[src/design/psmc_pkg.sv]
package psmc_pkg;

   // Default capacity of one point set
   localparam int unsigned MAX_POINTS_DEF = 65536;

   // Field and accumulator widths
   localparam int unsigned COORD_W     = 16;
   localparam int unsigned SUM_W       = 33;
   localparam int unsigned PROD_W      = 49;
   localparam int unsigned MEAN_W      = 16;
   localparam int unsigned COV_W       = 32;
   localparam int unsigned COUNT_OUT_W = 17;

   // 1.0 in the Q15.16 covariance format
   localparam logic signed [COV_W-1:0] COV_ONE = COV_W'(1 << 16);

   // Three means, then six covariance entries, go through the divider
   localparam int unsigned NUM_AXES  = 3;
   localparam int unsigned NUM_COV   = 6;
   localparam int unsigned NUM_DIV   = NUM_AXES + NUM_COV;
   localparam int unsigned DIV_IDX_W = $clog2(NUM_DIV);
   localparam int unsigned STEP_W    = $clog2(PROD_W);

   // Request function codes
   localparam logic FUNC_ADD    = 1'b0;
   localparam logic FUNC_FINISH = 1'b1;

   typedef logic [DIV_IDX_W-1:0] div_idx_type;

   // Controller to datapath commands
   typedef struct packed {
      logic        add;       // accumulate the point on the request port
      logic        drop;      // point refused, set is full
      logic        load;      // load the divider with operand idx
      logic        div_step;  // one quotient bit
      logic        sign_fix;  // restore the quotient sign
      logic        store;     // write mean or covariance entry idx
      logic        clear;     // snapshot count and flag, clear the set
      div_idx_type idx;
   } dp_cmd_type;

   // Datapath to controller status
   typedef struct packed {
      logic full;
   } dp_status_type;

endpackage

[src/design/psmc_ctrl.sv]
module psmc_ctrl (
   input  logic                    clock,
   input  logic                    reset,
   input  logic                    req_valid,
   input  logic                    req_func,
   output logic                    req_stall,
   output logic                    rsp_valid,
   input  logic                    rsp_stall,
   input  psmc_pkg::dp_status_type status,
   output psmc_pkg::dp_cmd_type    cmd
);
   import psmc_pkg::*;

   typedef enum logic [5:0] {
      ST_IDLE  = 6'b000001,
      ST_LOAD  = 6'b000010,
      ST_DIV   = 6'b000100,
      ST_SIGN  = 6'b001000,
      ST_STORE = 6'b010000,
      ST_EMIT  = 6'b100000
   } state_type;

   localparam logic [STEP_W-1:0] LAST_STEP = STEP_W'(PROD_W - 1);
   localparam div_idx_type       LAST_IDX  = DIV_IDX_W'(NUM_DIV - 1);

   state_type         state_ff, state_in;
   div_idx_type       idx_ff, idx_in;
   logic [STEP_W-1:0] step_ff, step_in;
   logic              req_accept;

   // Points are taken when idle and while a result waits; a finish only when idle
   assign req_stall  = !((state_ff == ST_IDLE) ||
                         ((state_ff == ST_EMIT) && (req_func == FUNC_ADD)));
   assign req_accept = req_valid && !req_stall;
   assign rsp_valid  = (state_ff == ST_EMIT);

   // Sequencer: nine divisions, each load, PROD_W steps, sign, store
   always_comb begin
      state_in = state_ff;
      idx_in   = idx_ff;
      step_in  = step_ff;
      cmd      = '0;
      cmd.idx  = idx_ff;
      cmd.add  = req_accept && (req_func == FUNC_ADD) && !status.full;
      cmd.drop = req_accept && (req_func == FUNC_ADD) && status.full;
      case (state_ff)
         ST_IDLE: begin
            if (req_accept && (req_func == FUNC_FINISH)) begin
               idx_in   = '0;
               state_in = ST_LOAD;
            end
         end
         ST_LOAD: begin
            cmd.load = 1'b1;
            step_in  = '0;
            state_in = ST_DIV;
         end
         ST_DIV: begin
            cmd.div_step = 1'b1;
            step_in      = step_ff + 1'b1;
            if (step_ff == LAST_STEP) begin
               state_in = ST_SIGN;
            end
         end
         ST_SIGN: begin
            cmd.sign_fix = 1'b1;
            state_in     = ST_STORE;
         end
         ST_STORE: begin
            cmd.store = 1'b1;
            if (idx_ff == LAST_IDX) begin
               cmd.clear = 1'b1;
               state_in  = ST_EMIT;
            end else begin
               idx_in   = idx_ff + 1'b1;
               state_in = ST_LOAD;
            end
         end
         ST_EMIT: begin
            if (!rsp_stall) begin
               state_in = ST_IDLE;
            end
         end
         default: begin
            state_in = ST_IDLE;
         end
      endcase
   end

   always_ff @(posedge clock) begin
      if (reset) begin
         state_ff <= ST_IDLE;
         idx_ff   <= '0;
         step_ff  <= '0;
      end else begin
         state_ff <= state_in;
         idx_ff   <= idx_in;
         step_ff  <= step_in;
      end
   end

endmodule

[config.mk]
export PLATFORM = sky130hd
export DESIGN_NAME = psmc_ctrl
export DESIGN_NICKNAME = d
export VERILOG_FILES = /design/src/design/psmc_pkg.sv /design/src/design/psmc_ctrl.sv
export SDC_FILE = /design/constraint.sdc
export NUM_CORES = 1
export LEC_CHECK = 0
export BUFFER_PORTS_ARGS = -buffer_cell sky130_fd_sc_hd__buf_2
export CAP_MARGIN = 25
export CORE_UTILIZATION = 53
export DETAILED_ROUTE_END_ITERATION = 8
export GPL_ROUTABILITY_DRIVEN = 0
export PLACE_DENSITY = 0.88
export SLEW_MARGIN = 15
export SYNTH_ARGS = -nofsm -noshare
export SYNTH_HDL_FRONTEND = slang
export SYNTH_SLANG_ARGS = --single-unit
[constraint.sdc]
create_clock -name clock -period 2.39 [get_ports clock]
set_clock_uncertainty 0.15 [all_clocks]
set_input_delay 0.239 -clock clock [delete_from_list [all_inputs] [get_ports clock]]
set_output_delay 0.239 -clock clock [all_outputs]
set_load 0.02 [all_outputs]
==> results of run 1 <==
state kept, by name, summed over array words and instances, names as in the netlist:
signal and count:
idx_ff 4, state_ff 6, step_ff 6
how the worst min path moves through the flow:
| stage | endpoint | from | slack, ns | depth (start not counted) |
|---|---|---|---|---|
| after floorplan | state_ff[5] | rsp_stall | 0.23 | 2 |
| after CTS | state_ff[5] | rsp_stall | 0.07 | 3 |
| after detailed placement | idx_ff[3] | idx_ff[3] | 0.33 | 2 |
| after global routing | state_ff[5] | rsp_stall | 0.08 | 3 |
| after global placement | idx_ff[3] | idx_ff[3] | 0.32 | 2 |
| final | state_ff[5] | rsp_stall | 0.07 | 3 |
through the flow:
step,hold WS [ns],TNS (ns),std cells,utilization (%),area [µm²]
detailed placement,0.334,0,151,67.3,1070
global route,0.0823,-0.444,157,73.4,1170
finish,0.0741,-0.241,157,73.4,1170
CTS,0.0654,-0.286,157,72.8,1160
global placement,0.319,0,151,67.3,1070
floorplan,0.228,0,111,-,960
final cells by class:
class                           count  share of cell area, %
Multi-Input combinational cell     82                   51.9
Sequential cell                    16                   28.0
Clock buffer                        3                   1.93
Timing Repair Buffer               22                   11.8
Inverter                           10                   3.85
Tap cell                           24                   2.57
power by group through the flow:
stage	registers, mW	clock network [mW]	logic, mW
after global routing	0.346	0.150	0.601
final	0.343	0.137	0.545
after global placement	0.347	0	0.470
after floorplan	0.354	0	0.372
after detailed placement	0.353	0	0.478
after CTS	0.341	0.142	0.537
worst reg2reg max path, cell delays in order (launching register included):
cell	delay, ns
dfxtp_4	0.35
or4_4	0.54
or3b_4	0.43
buf_4	0.16
inv_4	0.06
a221o_2	0.19
o211ai_1	0.10
layout by cell type, fill, tap and decap left out, drive strengths merged, types with 2 or more instances in the layout:
cell     netlist  final
nand4          6      6
clkbuf         2      3
nor2           5      5
and3           2      2
dfxtp         16     16
o21ai          3      3
o31ai          2      2
and2           2      2
xor2           2      2
nand3          3      3
a22oi          2      2
or4            4      4
buf            1     22
a21oi          6      6
nor2b          2      2
nand2b         4      4
nor3           6      6
nor4           6      6
a2111oi        2      2
inv            9      9
nand2          5      5
xnor2          2      2
ha             4      4
mux2i          2      2
nand3b         3      3
metal layers:
metal  track usage (%)  vias to the layer above  routed length, µm
li1                  -                      459                  -
met1              28.0                      437                935
met2              49.1                       15               1200
met4              9.70                        0                 43
met3              4.08                        6                 49
met5                 0                        -                  0
logic make-up after synthesis:
logic type	after synthesis	synth area share [%]
buffers and inverters	13	6.03
flip-flops	16	33.6
AO/OA/AOI/OAI	20	15.2
AND/OR/NAND/NOR	52	34.2
adder cells (fa/ha/maj)	4	5.24
multiplexers	2	2.10
XOR/XNOR	4	3.67
repair_timing:
item,CTS,global route
endpoints found under the setup margin,3,5
gates resized for setup,11,3
pin swaps,4,1
gates cloned,0,0
hold buffers,0,0
buffers inserted,3,0
==> impl_results.md, run 1 <==
- Crit path required time: 2.00 ns
- Yosys cell types: 39
- Via-per-instance ratio: 5.84
- Clock Tree Buf Depth: 2
- DRC Markers: 0
- Total leakage power: 0.491 nW
- Final setup viols: 3
- CTS Buf Count: 3
- Synth warnings: 0
- Seq/Total Area, Yosys: 33.6%
- H-tree depth: 1
- Worst VDD drop: 0.623 mV
- Ant. Diodes: 0
- Total GRT Usage: 25.7%
- Pin count of the biggest net entering global routing: 13
- Crit path capture: cmd[10]
- Root Buffer: clkbuf_4
- CTS tree: yes
- Clock Latency Late Sink: 0.28 ns
- Crit path buf inv count: 1
- Overall power: 1.02 mW
- Switch Pwr: 0.442 mW
- Logic gate share of total power: 53.2%
- Crit path max-delay cell type: or4_4
- Maximum clock rate: 403 MHz
- Reg-to-reg endpoint: state_ff[0]
- Crit Path Category: flop to output port
- Max FO, Critical Path: 3
- Fraction of power spent switching nets: 43.2%
- Post-layout min period: 2.48 ns
- Critical path arrival: 2.09 ns
- Nets: 145
- Startpoint type of the worst setup path: flop
- Area leader, netlist: dfxtp_1
- Slew @ Worst Pin: 0.611 ns
- Number of global-route vias before repair: 874
- Drt wl/cell: 14.2 µm
- Dpl ws: 0.0990 ns
- Area Overhead vs Synth: 22.5%
- First-pass GRT wire length: 3.73 mm
- Avg Cell Area, Syn: 8.60 µm²
- Multi-input logic area: 607 µm²
- Port bufs: 18
- Fill cells: 122
- Detail Route Antenna Nets: 0
- Layout cells sized above 1: 29.3%
- Synth top area cells: dfxtp_1, ha_1, nand4_1
- Share of power burned in the clock network: 13.4%
- DR iter-0 viols: 25
- Ports: 19
- Die Wd: 44.4 µm
- Seq cells post-synth: 16
- Starting Density: 59.9%
- Core area: 1590 µm²
- Commonest register cell after synthesis: dfxtp_1
- Net Count, Synth: 121
- Reg2Reg Setup Slack: 0.29 ns
- Final worst-path cycle share: 104%
- Flop pwr share: 33.4%
- Pwr per Cell Area: 876 nW/µm²
- Count leader, synth: dfxtp_1
- Critical Path Source: state_ff[1]
- Die Ht: 44.4 µm
- CTS clk-pin slew, worst paths: 0.09 ns
- Number of synthesized flops with an enable pin: 0
- Top cells by count, synth: dfxtp_1, inv_1, a21oi_1, nand4_1, nor3_1
- Mapped Area: 955 µm²
- GR Overflow Total: 0
- Clk sink count: 16
- Max-slew headroom: 58.9%
- Failing checks: setup timing
- Crit-path max cell delay: 0.54 ns
- Slew Viols, Final: 0
- Worst Hold Class: input port to flop
- Initial antenna violation count: 0
- FFs w/ async S/R, synth: 0%
- Crit path cell chain: or4_4 -> or3b_4 -> a2111oi_4 -> buf_4
- CP Capture Type: output port
- Via count: 917
- Int Pwr: 0.583 mW
- Reg-to-Reg Start: state_ff[1]
- RSZ-0062 raised after global routing: true
- Total Wirelength: 2.23 mm
- Worst path depth: 4
- Result of the run: complete, but fails checks
- Die ar.: 1970 µm²
- Share of the synthesized area in the top cell type: 33.6%
- PnR worst setup slack: -0.0899 ns
- Mapped Cells: 111
- Reg2Reg Depth: 6
- 1st-pass router iterations: 4
- Max Cap Viol: 0
- Cell row count: 14
- Worst path top cell family by delay: simple AND/OR/NAND/NOR gates
- Post-DP HPWL: 1.62 mm
- Register Area: 328 µm²
- Final hold violation count: 0
Note: power is estimated with default switching activity, not from simulation.
==> run 2: changes to the inputs <==
Settings changed: PLACE_DENSITY 0.88 to 0.78.
==> run 2 against run 1 <==
- fmax increased by 0.21%
- worst hold slack got worse by 0.0072 ns
- first-iteration DRC count unchanged
- combinational power rose by 1%
- the run still ends with setup timing left
- power grew 4.5%
- clock-buffer cell count increased by 1
- critical path type unchanged
- sequential power is essentially flat
==> impl_results.md, run 2 (synthesis results as in run 1) <==
- Crit path max-delay cell type: or4_4
- Max FO, Critical Path: 4 (+1)
- Final hold violation count: 0 (unchanged)
- Clk sink count: 16 (unchanged)
- Post-layout min period: 2.47 ns (-0.00521 ns)
- 1st-pass router iterations: 5 (+1)
- Starting Density: 59.9% (unchanged)
- H-tree depth: 1 (unchanged)
- GR Overflow Total: 0 (unchanged)
- Dpl cell area: 1070 µm² (unchanged)
- Commonest non-fill, non-tap cells in the layout: buf_2, dfxtp_1, inv_1
- PnR worst setup slack: -0.0847 ns (+0.00521 ns)
- Clock Tree Buf Depth: 2 (unchanged)
- Crit Path Category: flop to output port
- CTS tree: yes
- Failing checks: setup timing
- Final Non-Filler Cells: 157 (unchanged)
- Max-slew headroom: 61.0% (+2.1 points)
- Port bufs: 18 (unchanged)
- Worst Hold Class: input port to flop
- RSZ-0062 raised after global routing: true
- Placed cell count: 151 (unchanged)
- Via-per-instance ratio: 5.83 (-0.22%)
- Startpoint type of the worst setup path: flop
- Ant. Diodes: 0 (unchanged)
- Crit path buf inv count: 1 (unchanged)
- Maximum clock rate: 404 MHz (+0.21%)
- DR iter-0 viols: 25 (unchanged)
- Initial antenna violation count: 0 (unchanged)
- CTS Hold Bufs: 0 (unchanged)
- Worst path top cell family by delay: simple AND/OR/NAND/NOR gates
- Ports: 19 (unchanged)
- Dpl ws: 0.130 ns (+0.0312 ns)
- Number of global-route vias before repair: 783 (-10%)
- Biggest regs: state_ff x6, step_ff x6, idx_ff x4
- Setup TNS: -0.160 ns (+0.0813 ns)
- Via count: 915 (-0.22%)
- Core Util, Final: 72.7% (-0.71 points)
- Worst VDD drop: 0.726 mV (+17%)
- Cell row count: 14 (unchanged)
- Slew Viols, Final: 0 (unchanged)
- Crit path cell chain: or4_4 -> or3b_4 -> a2111oi_4 -> buf_4
- Detail Route Antenna Nets: 0 (unchanged)
- Total Wirelength: 2.12 mm (-5.0%)
- Final worst-path cycle share: 104% (-0.22 points)
- First-pass GRT wire length: 3.46 mm (-7.1%)
- Result of the run: complete, but fails checks
- Core area: 1590 µm² (unchanged)
- Total leakage power: 0.495 nW (+0.94%)
- CTS clk-pin slew, worst paths: 0.10 ns (about the same)
- Layout cells sized above 1: 28.6% (-0.75 points)
- Crit-path max cell delay: 0.52 ns (-0.02 ns)
- Critical path arrival: 2.09 ns (about the same)
- Crit path required time: 2.00 ns (about the same)
- Commonest non-fill, non-tap cell in the layout: buf_2
- Hold slack final: 0.0669 ns (-0.00718 ns)
- CP Capture Type: output port
- Final instance area: 1160 µm² (-0.96%)
- Pin count of the biggest net entering global routing: 13 (unchanged)
- Die Wd: 44.4 µm (unchanged)
- Die Ht: 44.4 µm (unchanged)
- Drt wl/cell: 13.5 µm (-5.0%)
- Overall power: 1.07 mW (+4.5%)
- Die ar.: 1970 µm² (unchanged)
- Final setup viols: 2 (-1)
- Slew @ Worst Pin: 0.580 ns (-0.0317 ns)
- Nets: 144 (-0.69%)
- DRC Markers: 0 (unchanged)
- Max Cap Viol: 0 (unchanged)
- Total GRT Usage: 24.2% (-1.6 points)
- Post-DP HPWL: 1.59 mm (-2.0%)
- Clock Latency Late Sink: 0.30 ns (+0.02 ns)
- Area Overhead vs Synth: 21.4%
- Root Buffer: clkbuf_4
- Pwr per Cell Area: 924 nW/µm² (+5.5%)
- CTS Buf Count: 3 (unchanged)
==> run 2: path summary, 6_finish.rpt <==
check | slack (ns) | from | cells after the start | end
setup / recovery | -0.08 | state_ff[1] | 4 | cmd[10]
hold / removal | 0.07 | rsp_stall | 3 | state_ff[5]
hold reg to reg | 0.36 | idx_ff[3] | 2 | idx_ff[3]
setup reg to reg | 0.34 | state_ff[1] | 5 | state_ff[0]
==> run 2: cell type report <==
cell class,count,area (µm²)
clock buffers,4,36.3
fillers,126,435
inverters,10,42.5
multi-input cells,82,607
flip-flops and latches,16,325
well taps,24,30.0
repair buffers,21,118
==> run 2: repair_timing <==
| item | CTS | global route |
|---|---|---|
| pin swaps | 3 | 2 |
| resized for setup | 7 | 0 |
| endpoints found under the setup margin | 3 | 5 |
| setup buffers | 2 | 0 |
==> run 2: layer usage <==
metal	track usage (%)	wire length [µm]	part of all wire [%]
met1	33.6	1070	51
met2	35.3	931	44
met3	8.16	94	4.4
met4	7.27	21	0.99
met5	0	0	0
==> run 2: power by group <==
group / switching (mW) / internal [mW] / total, mW
Clock: 0.0868 / 0.0930 / 0.180
Sequential: 0.0330 / 0.307 / 0.340
Combinational: 0.336 / 0.216 / 0.551
==> run 2: worst reg2reg max path, cell delays in order, from the launching register on <==
cell and delay, ns:
dfxtp_4 0.36, or4_4 0.52, or3b_4 0.43, inv_1 0.14
a221o_2 0.22, o211ai_1 0.11
